File: config.mk
export PLATFORM = sky130hd
export DESIGN_NAME = optical_meter_pulse_counter
export DESIGN_NICKNAME = d
export VERILOG_FILES = /design/src/design/omp_pkg.sv /design/src/design/omp_ram.sv /design/src/design/omp_alu.sv /design/src/design/optical_meter_pulse_counter.sv
export SDC_FILE = /design/constraint.sdc
export NUM_CORES = 2
export LEC_CHECK = 0
export BUFFER_PORTS_ARGS = -buffer_cell sky130_fd_sc_hd__buf_2
export CORE_ASPECT_RATIO = 0.5
export CORE_MARGIN = 4
export CORE_UTILIZATION = 23
export CTS_CLUSTER_SIZE = 20
export DETAILED_ROUTE_END_ITERATION = 7
export PLACE_DENSITY = 0.45
export SLEW_MARGIN = 20
export SYNTH_ARGS = -nofsm -noshare
export SYNTH_HDL_FRONTEND = slang
export SYNTH_HIERARCHICAL = 1
export SYNTH_SLANG_ARGS = --single-unit
File: constraint.sdc
create_clock -name clk -period 14.2 [get_ports clk]
set_input_delay 2.84 -clock clk [delete_from_list [all_inputs] [get_ports clk]]
set_output_delay 2.84 -clock clk [all_outputs]
set_load 0.02 [all_outputs]
File: src/design/omp_pkg.sv
`timescale 1ns / 1ps
// ----------------------------------------------------------------------------
// omp_pkg: shared types and constants of the optical meter pulse counter
// clock limits, bin sizes, register indexes, sequencer states, alu codes
// ----------------------------------------------------------------------------
package omp_pkg;

	// default parameter values
	localparam int OMP_RING_DEPTH  = 16;
	localparam int OMP_SAMPLE_BITS = 12;

	// field widths
	localparam int THR_W      = 12;
	localparam int TPS_W      = 16;
	localparam int BIN_W      = 8;
	localparam int SEC_W      = 6;
	localparam int MIN_W      = 6;
	localparam int HOUR_W     = 5;
	localparam int DAY_W      = 5;
	localparam int CFG_IDX_W  = 4;
	localparam int CFG_DATA_W = 16;

	// clock and bin limits
	localparam int SECONDS_PER_MINUTE = 60;
	localparam int MIN_BINS           = 60;
	localparam int HOUR_BINS          = 24;
	localparam int DAY_BINS           = 31;
	localparam int WIN_MINUTES        = 15;
	localparam int WIN_CNT_W          = $clog2(WIN_MINUTES + 1);

	// reset values of the registers
	localparam logic [THR_W-1:0] THR_RESET = THR_W'(100);
	localparam logic [TPS_W-1:0] TPS_RESET = TPS_W'(1000);

	// register indexes
	localparam logic [CFG_IDX_W-1:0] REG_THRESHOLD = CFG_IDX_W'(0);
	localparam logic [CFG_IDX_W-1:0] REG_TICKS     = CFG_IDX_W'(1);

	typedef enum logic [0:0] {
		ALU_ADD,
		ALU_SUB
	} alu_op_t;

	typedef enum logic [3:0] {
		ST_CLEAR,
		ST_IDLE,
		ST_SUB_OLD,
		ST_ADD_NEW,
		ST_DIFF,
		ST_MUL,
		ST_CMP,
		ST_BIN_M,
		ST_BIN_H,
		ST_BIN_D,
		ST_BIN_A,
		ST_WIN,
		ST_EMIT
	} state_t;

endpackage

File: src/design/omp_ram.sv
`timescale 1ns / 1ps
// ----------------------------------------------------------------------------
// omp_ram: generic simple dual port ram
// one write port, one read port, registered read data held when not reading
// ----------------------------------------------------------------------------
module omp_ram #(
	parameter int WIDTH = 8,
	parameter int DEPTH = 16,
	parameter int AW    = $clog2(DEPTH)
) (
	input  logic             clk,
	input  logic             we,
	input  logic [AW-1:0]    waddr,
	input  logic [WIDTH-1:0] wdata,
	input  logic             re,
	input  logic [AW-1:0]    raddr,
	output logic [WIDTH-1:0] rdata
);

	logic [WIDTH-1:0] mem_q [DEPTH];
	logic [WIDTH-1:0] rdata_q;

	always_ff @(posedge clk) begin
		if (we) begin
			mem_q[waddr] <= wdata;
		end
		if (re) begin
			rdata_q <= mem_q[raddr];
		end
	end

	assign rdata = rdata_q;

endmodule

File: src/design/omp_alu.sv
`timescale 1ns / 1ps
// ----------------------------------------------------------------------------
// omp_alu: shared add / subtract unit
// result carries one extra bit: carry on add, borrow on subtract
// ----------------------------------------------------------------------------
module omp_alu #(
	parameter int W = 16
) (
	input  omp_pkg::alu_op_t op,
	input  logic [W-1:0]     a,
	input  logic [W-1:0]     b,
	output logic [W:0]       res
);
	import omp_pkg::*;

	always_comb begin
		unique case (op)
			ALU_ADD: res = {1'b0, a} + {1'b0, b};
			ALU_SUB: res = {1'b0, a} - {1'b0, b};
			default: res = '0;
		endcase
	end

endmodule

File: src/design/optical_meter_pulse_counter.sv
`timescale 1ns / 1ps
// ----------------------------------------------------------------------------
// optical_meter_pulse_counter: pulse detector and minute / hour / day binning
// one input word per timer tick, one result word per newly detected pulse
// ----------------------------------------------------------------------------
// usage
//   input channel in_valid / in_ready carries one sample word per tick
//   output channel out_valid / out_ready carries one result word per new pulse
//   cfg_we writes cfg_data into register cfg_index (0 threshold, 1 ticks per
//   second); the user must write only while the block is idle (not enforced)
// sequence
//   a tick without a new pulse steps through sub old, add new, diff, mul and
//   cmp before in_ready rises again; a tick with a new pulse goes on through
//   the bin states and the window sweep to emit, where the result appears;
//   the sequence is set by the sequencer driving one shared adder: ring sum
//   update, threshold compare, three bin increments, the all-hours count and
//   a 15 step sweep of the minute bin ram through its single read port
// reset
//   after arst_n releases, a clearing pass zeroes the ring and bin rams,
//   during which in_ready stays low
// stall
//   the result sits in an output register; the next tick is accepted while
//   it waits, a second result waits in the sequencer until the first is taken
// ----------------------------------------------------------------------------
module optical_meter_pulse_counter #(
	parameter int RING_DEPTH  = omp_pkg::OMP_RING_DEPTH,
	parameter int SAMPLE_BITS = omp_pkg::OMP_SAMPLE_BITS
) (
	input  logic                           clk,
	input  logic                           arst_n,
	// configuration
	input  logic                           cfg_we,
	input  logic [omp_pkg::CFG_IDX_W-1:0]  cfg_index,
	input  logic [omp_pkg::CFG_DATA_W-1:0] cfg_data,
	// sample word
	input  logic                           in_valid,
	output logic                           in_ready,
	input  logic [SAMPLE_BITS-1:0]         sample,
	// result word
	output logic                           out_valid,
	input  logic                           out_ready,
	output logic [omp_pkg::BIN_W-1:0]      count_last_15_minutes,
	output logic [omp_pkg::BIN_W-1:0]      count_this_hour,
	output logic [omp_pkg::BIN_W-1:0]      count_all_hours,
	output logic [omp_pkg::MIN_W-1:0]      minute_now,
	output logic [omp_pkg::HOUR_W-1:0]     hour_now,
	output logic [omp_pkg::DAY_W-1:0]      day_now
);
	import omp_pkg::*;

	// ring address width and shared datapath width (sum, product, compare)
	localparam int RING_AW = $clog2(RING_DEPTH);
	localparam int OP_W    = (SAMPLE_BITS > THR_W) ? SAMPLE_BITS : THR_W;
	localparam int W       = OP_W + RING_AW;
	localparam int CLR_LEN = (RING_DEPTH > MIN_BINS) ? RING_DEPTH : MIN_BINS;
	localparam int CLR_W   = $clog2(CLR_LEN);
	localparam int MIN_AW  = $clog2(MIN_BINS);
	localparam int HOUR_AW = $clog2(HOUR_BINS);
	localparam int DAY_AW  = $clog2(DAY_BINS);

	localparam logic [W-1:0]       DEPTH_W   = W'(RING_DEPTH);
	localparam logic [RING_AW-1:0] RING_LAST = RING_AW'(RING_DEPTH - 1);
	localparam logic [CLR_W-1:0]   CLR_LAST  = CLR_W'(CLR_LEN - 1);

	// configuration registers
	logic [THR_W-1:0] thr_q;
	logic [TPS_W-1:0] tps_q;

	// sequencer
	state_t state_q, state_d;
	logic [CLR_W-1:0]     clr_q;
	logic [WIN_CNT_W-1:0] win_cnt_q;

	// time of day
	logic [TPS_W-1:0]  tick_q,  tick_d;
	logic [SEC_W-1:0]  sec_q,   sec_d;
	logic [MIN_W-1:0]  min_q,   min_d;
	logic [HOUR_W-1:0] hour_q,  hour_d;
	logic [DAY_W-1:0]  day_q,   day_d;

	// detection datapath
	logic [SAMPLE_BITS-1:0] s_q;
	logic [RING_AW-1:0]     pos_q;
	logic [W-1:0]           sum_q;
	logic [SAMPLE_BITS-1:0] diff_q;
	logic                   gt_q;
	logic [W-1:0]           prod_q;
	logic                   above_q;
	logic                   above;

	// binning datapath
	logic [BIN_W-1:0]  hour_new_q;
	logic [BIN_W-1:0]  all_q;
	logic [BIN_W-1:0]  win_q;
	logic [MIN_AW-1:0] widx_q;

	// output register
	logic             out_valid_q;
	logic [BIN_W-1:0] o_win_q, o_hour_q, o_all_q;
	logic [MIN_W-1:0] o_min_q;
	logic [HOUR_W-1:0] o_hr_q;
	logic [DAY_W-1:0] o_day_q;

	// shared unit
	alu_op_t     alu_op;
	logic [W-1:0] alu_a, alu_b;
	logic [W:0]   alu_res;

	// ram ports
	logic                   ring_we, ring_re;
	logic [RING_AW-1:0]     ring_waddr, ring_raddr;
	logic [SAMPLE_BITS-1:0] ring_wdata, ring_rdata;
	logic                   min_we, min_re;
	logic [MIN_AW-1:0]      min_waddr, min_raddr;
	logic [BIN_W-1:0]       min_wdata, min_rdata;
	logic                   hr_we, hr_re;
	logic [HOUR_AW-1:0]     hr_waddr, hr_raddr;
	logic [BIN_W-1:0]       hr_wdata, hr_rdata;
	logic                   day_we, day_re;
	logic [DAY_AW-1:0]      day_waddr, day_raddr;
	logic [BIN_W-1:0]       day_wdata, day_rdata;

	logic in_acc, emit_go, new_pulse;

	assign in_ready  = (state_q == ST_IDLE);
	assign in_acc    = in_valid && in_ready;
	assign emit_go   = (state_q == ST_EMIT) && (!out_valid_q || out_ready);
	// sum below depth times margin means the sample clears the average
	assign above     = gt_q && alu_res[W];
	assign new_pulse = above && !above_q;

	omp_alu #(.W(W)) u_alu (
		.op (alu_op),
		.a  (alu_a),
		.b  (alu_b),
		.res(alu_res)
	);

	omp_ram #(.WIDTH(SAMPLE_BITS), .DEPTH(RING_DEPTH)) u_ring (
		.clk  (clk),
		.we   (ring_we),
		.waddr(ring_waddr),
		.wdata(ring_wdata),
		.re   (ring_re),
		.raddr(ring_raddr),
		.rdata(ring_rdata)
	);

	omp_ram #(.WIDTH(BIN_W), .DEPTH(MIN_BINS)) u_min_bins (
		.clk  (clk),
		.we   (min_we),
		.waddr(min_waddr),
		.wdata(min_wdata),
		.re   (min_re),
		.raddr(min_raddr),
		.rdata(min_rdata)
	);

	omp_ram #(.WIDTH(BIN_W), .DEPTH(HOUR_BINS)) u_hour_bins (
		.clk  (clk),
		.we   (hr_we),
		.waddr(hr_waddr),
		.wdata(hr_wdata),
		.re   (hr_re),
		.raddr(hr_raddr),
		.rdata(hr_rdata)
	);

	omp_ram #(.WIDTH(BIN_W), .DEPTH(DAY_BINS)) u_day_bins (
		.clk  (clk),
		.we   (day_we),
		.waddr(day_waddr),
		.wdata(day_wdata),
		.re   (day_re),
		.raddr(day_raddr),
		.rdata(day_rdata)
	);

	// time of day advance for one tick
	always_comb begin
		tick_d = tick_q + TPS_W'(1);
		sec_d  = sec_q;
		min_d  = min_q;
		hour_d = hour_q;
		day_d  = day_q;
		if (tick_d == tps_q) begin
			tick_d = '0;
			if (sec_q == SEC_W'(SECONDS_PER_MINUTE - 1)) begin
				sec_d = '0;
				if (min_q == MIN_W'(MIN_BINS - 1)) begin
					min_d = '0;
					if (hour_q == HOUR_W'(HOUR_BINS - 1)) begin
						hour_d = '0;
						day_d  = (day_q == DAY_W'(DAY_BINS - 1)) ? '0 : day_q + DAY_W'(1);
					end else begin
						hour_d = hour_q + HOUR_W'(1);
					end
				end else begin
					min_d = min_q + MIN_W'(1);
				end
			end else begin
				sec_d = sec_q + SEC_W'(1);
			end
		end
	end

	// next state
	always_comb begin
		state_d = state_q;
		unique case (state_q)
			ST_CLEAR:   if (clr_q == CLR_LAST) state_d = ST_IDLE;
			ST_IDLE:    if (in_acc) state_d = ST_SUB_OLD;
			ST_SUB_OLD: state_d = ST_ADD_NEW;
			ST_ADD_NEW: state_d = ST_DIFF;
			ST_DIFF:    state_d = ST_MUL;
			ST_MUL:     state_d = ST_CMP;
			ST_CMP:     state_d = new_pulse ? ST_BIN_M : ST_IDLE;
			ST_BIN_M:   state_d = ST_BIN_H;
			ST_BIN_H:   state_d = ST_BIN_D;
			ST_BIN_D:   state_d = ST_BIN_A;
			ST_BIN_A:   state_d = ST_WIN;
			ST_WIN:     if (win_cnt_q == WIN_CNT_W'(WIN_MINUTES)) state_d = ST_EMIT;
			ST_EMIT:    if (emit_go) state_d = ST_IDLE;
			default:    state_d = ST_CLEAR;
		endcase
	end

	// sequencer outputs: alu operands and ram ports
	always_comb begin
		alu_op     = ALU_ADD;
		alu_a      = '0;
		alu_b      = '0;
		ring_we    = 1'b0;
		ring_waddr = pos_q;
		ring_wdata = s_q;
		ring_re    = 1'b0;
		ring_raddr = pos_q;
		min_we     = 1'b0;
		min_waddr  = min_q;
		min_wdata  = alu_res[BIN_W-1:0];
		min_re     = 1'b0;
		min_raddr  = min_q;
		hr_we      = 1'b0;
		hr_waddr   = hour_q;
		hr_wdata   = alu_res[BIN_W-1:0];
		hr_re      = 1'b0;
		hr_raddr   = hour_q;
		day_we     = 1'b0;
		day_waddr  = day_q;
		day_wdata  = alu_res[BIN_W-1:0];
		day_re     = 1'b0;
		day_raddr  = day_q;
		unique case (state_q)
			ST_CLEAR: begin
				ring_we    = ({1'b0, clr_q} < (CLR_W + 1)'(RING_DEPTH));
				ring_waddr = clr_q[RING_AW-1:0];
				ring_wdata = '0;
				min_we     = ({1'b0, clr_q} < (CLR_W + 1)'(MIN_BINS));
				min_waddr  = clr_q[MIN_AW-1:0];
				min_wdata  = '0;
				hr_we      = ({1'b0, clr_q} < (CLR_W + 1)'(HOUR_BINS));
				hr_waddr   = clr_q[HOUR_AW-1:0];
				hr_wdata   = '0;
				day_we     = ({1'b0, clr_q} < (CLR_W + 1)'(DAY_BINS));
				day_waddr  = clr_q[DAY_AW-1:0];
				day_wdata  = '0;
			end
			// fetch the ring entry about to be replaced
			ST_IDLE: ring_re = in_acc;
			ST_SUB_OLD: begin
				alu_op = ALU_SUB;
				alu_a  = sum_q;
				alu_b  = W'(ring_rdata);
			end
			ST_ADD_NEW: begin
				alu_a   = sum_q;
				alu_b   = W'(s_q);
				ring_we = 1'b1;
			end
			ST_DIFF: begin
				alu_op = ALU_SUB;
				alu_a  = W'(s_q);
				alu_b  = W'(thr_q);
			end
			ST_MUL: begin
			end
			ST_CMP: begin
				alu_op = ALU_SUB;
				alu_a  = sum_q;
				alu_b  = prod_q;
				min_re = 1'b1;
				hr_re  = 1'b1;
				day_re = 1'b1;
			end
			ST_BIN_M: begin
				alu_a  = W'(min_rdata);
				alu_b  = W'(1);
				min_we = 1'b1;
			end
			ST_BIN_H: begin
				alu_a = W'(hr_rdata);
				alu_b = W'(1);
				hr_we = 1'b1;
			end
			ST_BIN_D: begin
				alu_a  = W'(day_rdata);
				alu_b  = W'(1);
				day_we = 1'b1;
			end
			ST_BIN_A: begin
				alu_a = W'(all_q);
				alu_b = W'(1);
			end
			// window sweep: read one minute bin, add the one read before
			ST_WIN: begin
				alu_a     = W'(win_q);
				alu_b     = W'(min_rdata);
				min_re    = (win_cnt_q != WIN_CNT_W'(WIN_MINUTES));
				min_raddr = widx_q;
			end
			ST_EMIT: begin
			end
			default: begin
			end
		endcase
	end

	// control state
	always_ff @(posedge clk or negedge arst_n) begin
		if (!arst_n) begin
			state_q     <= ST_CLEAR;
			clr_q       <= '0;
			thr_q       <= THR_RESET;
			tps_q       <= TPS_RESET;
			tick_q      <= '0;
			sec_q       <= '0;
			min_q       <= '0;
			hour_q      <= '0;
			day_q       <= '0;
			pos_q       <= '0;
			sum_q       <= '0;
			above_q     <= 1'b0;
			all_q       <= '0;
			out_valid_q <= 1'b0;
		end else begin
			state_q <= state_d;
			if (state_q == ST_CLEAR) begin
				clr_q <= clr_q + CLR_W'(1);
			end
			if (cfg_we) begin
				if (cfg_index == REG_THRESHOLD) begin
					thr_q <= cfg_data[THR_W-1:0];
				end else if (cfg_index == REG_TICKS) begin
					tps_q <= cfg_data[TPS_W-1:0];
				end
			end
			if (in_acc) begin
				tick_q <= tick_d;
				sec_q  <= sec_d;
				min_q  <= min_d;
				hour_q <= hour_d;
				day_q  <= day_d;
			end
			if (state_q == ST_SUB_OLD || state_q == ST_ADD_NEW) begin
				sum_q <= alu_res[W-1:0];
			end
			if (state_q == ST_ADD_NEW) begin
				pos_q <= (pos_q == RING_LAST) ? '0 : pos_q + RING_AW'(1);
			end
			if (state_q == ST_CMP) begin
				above_q <= above;
			end
			if (state_q == ST_BIN_A) begin
				all_q <= alu_res[BIN_W-1:0];
			end
			if (emit_go) begin
				out_valid_q <= 1'b1;
			end else if (out_ready) begin
				out_valid_q <= 1'b0;
			end
		end
	end

	// payload registers
	always_ff @(posedge clk) begin
		if (in_acc) begin
			s_q <= sample;
		end
		if (state_q == ST_DIFF) begin
			diff_q <= alu_res[SAMPLE_BITS-1:0];
			gt_q   <= !alu_res[W] && (alu_res[W-1:0] != '0);
		end
		if (state_q == ST_MUL) begin
			prod_q <= W'(diff_q) * DEPTH_W;
		end
		if (state_q == ST_BIN_H) begin
			hour_new_q <= alu_res[BIN_W-1:0];
		end
		if (state_q == ST_BIN_A) begin
			win_q     <= '0;
			win_cnt_q <= '0;
			widx_q    <= min_q;
		end
		if (state_q == ST_WIN) begin
			win_cnt_q <= win_cnt_q + WIN_CNT_W'(1);
			widx_q    <= (widx_q == '0) ? MIN_AW'(MIN_BINS - 1) : widx_q - MIN_AW'(1);
			if (win_cnt_q != '0) begin
				win_q <= alu_res[BIN_W-1:0];
			end
		end
		if (emit_go) begin
			o_win_q  <= win_q;
			o_hour_q <= hour_new_q;
			o_all_q  <= all_q;
			o_min_q  <= min_q;
			o_hr_q   <= hour_q;
			o_day_q  <= day_q;
		end
	end

	assign out_valid             = out_valid_q;
	assign count_last_15_minutes = o_win_q;
	assign count_this_hour       = o_hour_q;
	assign count_all_hours       = o_all_q;
	assign minute_now            = o_min_q;
	assign hour_now              = o_hr_q;
	assign day_now               = o_day_q;

endmodule

==> results.md <==
* Run status: complete, but fails checks
* Failing checks: DRC
* Final setup skew at 29.6 ps
* Master cell of the clock root buffer: sky130_fd_sc_hd__clkbuf_16
* Net count after synthesis at 3286
* Fillers at 24148
* Seq pwr share at 45.5%
* Core area at 241000 um^2
* Avg Vias per Cell at ~4.5
* Total I/O pin count at 79
* Total Neg Setup Slack at 0 ps
* GRT Util Overall at 11.6%
* Maximum clock insertion buffer count at 3
* Met1 Use GR at 15.4%
* Share of the clock period used by the worst path at 42.5%
* Clock tree from TritonCTS: done
* Shortest period the worst path allows at 6030 ps
* RD Place Congestion at 0.803
* Hold Fails Final Rpt at 0
* Type of destination of the critical path: flip-flop
* Port Buffer Count at 78
* Total power per unit cell area at around 280 nW/um^2
* Master of the slowest instance on the critical path: sky130_fd_sc_hd__nor3_2
* Number of remaining DRC errors at 1
* Standard-cell row count at about 130
* Post-synthesis cell count at 3219
* Seq/Total Area, Yosys at 71.6%
* Setup slack of the worst register-to-register path at 8170 ps
* Cell-internal power at 11.6 mW
* Global-route met2 utilization at 19.4%
* Gr ovfl total at 0
* Count of antenna-violating nets left after detailed routing at 0
* YS warnings at 6
* Worst-margin pin slew at between 1000 and 1500 ps
* Maximum ir drop on the vdd rail at 0.477 mV
* Antenna violations before repair at 3
* Number of nets in the finished design at 3401
* DR pass1 iterations at 8
* Leading cell type in the layout, fill and taps excluded: sky130_fd_sc_hd__edfxtp_1
* Cell variety after synth at around 100
* H-tree lvl count at 4
* Netlist Area Pre-Place at about 56000 um^2
* Flip-flop cell with the highest count after synthesis: sky130_fd_sc_hd__edfxtp_1
* Resized Gates After CTS at 0
* CP Launch Point: state_q[0]$_DFFE_PN0P_
* Die span in y at 357 um
* Setup Fix Bufs, Post-CTS at 0
* Critical Setup Path Class: flip-flop to flip-flop
* Slowest stage delay, CP at 890 ps
* Cts bufs inserted at 141
* Initial Utilization at about a quarter
* Post-CTS Hold Buffers at 0
* Crit path cell chain: nand2_1 -> nor3_2 -> a222oi_1 -> nand2_1 -> inv_1 -> ha_1 -> a21oi_1 -> xnor2_1 -> ha_1 -> o211ai_1 -> a21oi_1 -> nor2b_1 -> o21ai_0 -> xor2_1 -> nor2b_4 -> buf_4 -> buf_12
* Minimum hold slack at 423 ps
* Fraction of registers with async set/reset at between 7 and 8%
* Post-synthesis sequential element count at 1357
* Clock power frac at 19.9%
* Worst min-delay path startpoint: diff_q[0]$_DFFE_PP_
* Maximum number of pins on one net before global-route repair at between 100 and 150
* Via count of the first global-routing pass at about 31000
* Switching Share at between 30% and 40%
* Per-cell routed wire length at 22.2 um
* Endpoints failing setup at 0
* Relative area change from synthesis to final layout at 15.3%
* Wire length of the first global-routing pass at 217000 um
* Final number of max-transition violations at 0
* Count of vias placed by the detailed router at between 20000 and 30000
* Post-synth EDFFs at around 1200
* Share of post-route cells with drive strength above 1 at 20.7%
* Synthesized area per cell at 17.4 um^2
* Max-slew headroom at a little under a fifth
* Clk pin slew, worst setup/hold paths at 60 ps
* Leakage component of the power at 20.7 nW
* Most heavily used metal layer in global routing: met2
* Number of sinks driven by the clock tree at 1357
* Element type at the critical path start: flip-flop
* Type of the worst min-delay path: flip-flop to flip-flop
* Max-capacitance violation count at 0
* Reg-to-Reg Start: state_q[0]$_DFFE_PN0P_
* HPWL Detailed at 94100 um
* Maximum fanout encountered on the critical timing path at 57
* Clock insertion delay at the later pin of the skew report at 770 ps
* Leading cell types in the layout, fill and taps excluded: sky130_fd_sc_hd__edfxtp_1, sky130_fd_sc_hd__nand2_1, sky130_fd_sc_hd__nor2_1
* Arrival time at the worst endpoint at around 6600 ps
* Total wirelength of the detailed-routed design at 148000 um
* Global routing met3 resource utilization at 1.74%
* Required time worst endpoint at 14760 ps
* Maximum clock rate at 0.166 GHz
* Psw at 6.64 mW
* Overall die area at about 250000 um^2
* Horizontal die dimension at 706 um
* Unrepaired setup endpoints after global routing: no
* Detailed router's first-iteration violation count at 2339
* Combinational Power Share at 34.6%
-- synth_stat cells, types with 27 or more instances --
master,instances,area [um^2]
sky130_fd_sc_hd__a21oi_1,63,315
sky130_fd_sc_hd__a22oi_1,90,676
sky130_fd_sc_hd__buf_2,34,170
sky130_fd_sc_hd__clkbuf_1,78,293
sky130_fd_sc_hd__dfrtp_1,97,2430
sky130_fd_sc_hd__edfxtp_1,1243,37300
sky130_fd_sc_hd__ha_1,29,363
sky130_fd_sc_hd__inv_1,32,120
sky130_fd_sc_hd__mux2_2,98,1100
sky130_fd_sc_hd__mux2i_1,135,1350
sky130_fd_sc_hd__mux4_1,36,946
sky130_fd_sc_hd__mux4_2,166,3740
sky130_fd_sc_hd__nand2_1,187,702
sky130_fd_sc_hd__nand2b_1,27,169
sky130_fd_sc_hd__nand3_1,78,390
sky130_fd_sc_hd__nor2_1,202,758
sky130_fd_sc_hd__nor2b_1,54,338
sky130_fd_sc_hd__nor3_1,29,145
sky130_fd_sc_hd__o21ai_0,42,210
sky130_fd_sc_hd__xnor2_1,38,333
-- per-stage QoR --
step	setup WS [ps]	power, mW	std cells	instance area [um^2]	utilization (%)
final	8170	18.2	6662	64600	26.8
after global routing	7650	19.3	6660	64600	26.8
after CTS	8000	18.5	6659	64600	26.8
after detailed placement	7980	14.8	6415	60100	24.9
after global placement	8150	14.6	6415	60100	24.9
after floorplan	6900	11.2	3219	56100	-
-- flip-flops by register name (all words and copies together), names as in the netlist, 16 cells and up --
register / count
sum_q: 16
tps_q: 16
tick_q: 16
u_ring/mem_q: 192
u_hour_bins/mem_q: 192
u_day_bins/mem_q: 248
u_min_bins/mem_q: 480
-- metal layers --
metal  vias to the layer above  wire (um)
met5                         -          0
met2                       704      72100
met1                     15803      66200
met3                       204       5810
met4                         0       3900
li1                      13153          -
-- final cells by class --
type	count	area, um^2	area share, %
Antenna cell	2	5.00	0.00774
Clock buffer	173	3750	5.81
Clock inverter	71	692	1.07
Inverter	33	124	0.192
Multi-Input combinational cell	1666	15000	23.2
Sequential cell	1357	40200	62.1
Tap cell	3225	4040	6.24
Timing Repair Buffer	135	857	1.33
-- critical path: cells and delay by family (launching register included) --
kind                     cells  cell delay, ps
AND/OR/NAND/NOR              5            1960
AO/OA/AOI/OAI                5            1000
buffers and inverters        3             850
flip-flops                   1             770
XOR/XNOR                     2             590
adder cells (fa/ha/maj)      2             560
-- path summary, 6_finish.rpt --
| check | cells after the start | endpoint |
|---|---|---|
| max in group asynchronous | 2 | tps_q[12]$_DFFE_PN0P_ |
| max reg2reg | 17 | u_min_bins/mem_q[58][7]$_DFFE_PP_ |
| min reg2reg | 0 | prod_q[4]$_DFFE_PP_ |
| max | 17 | u_min_bins/mem_q[58][7]$_DFFE_PP_ |
| min | 0 | prod_q[4]$_DFFE_PP_ |
| min in group asynchronous | 1 | sum_q[15]$_DFFE_PN0N_ |
-- kinds of logic (layout without fill, tap and decap cells) --
kind of cell               count (synthesis)  count (layout)  synth area share (%)
DFF                                     1357            1357                  71.6
and+or+nand+nor                          720             720                  6.39
muxes                                    439             439                  12.8
AOI/OAI and AO/OA                        423             423                  5.55
buffers and inverters                    196             412                  2.09
xor gates and xnor gates                  54              54                 0.844
adders and majority gates                 30              30                 0.683
other                                      0               2                     0
-- power groups by stage --
stage                     logic [mW]  clock network [mW]  registers [mW]
after floorplan                 3.27                   0            7.90
after global placement          6.16                   0            8.39
after detailed placement        6.42                   0            8.42
after CTS                       6.44                3.75            8.34
after global routing            7.02                3.92            8.35
final                           6.30                3.62            8.30
No activity file was read; power rests on OpenSTA's default activity.
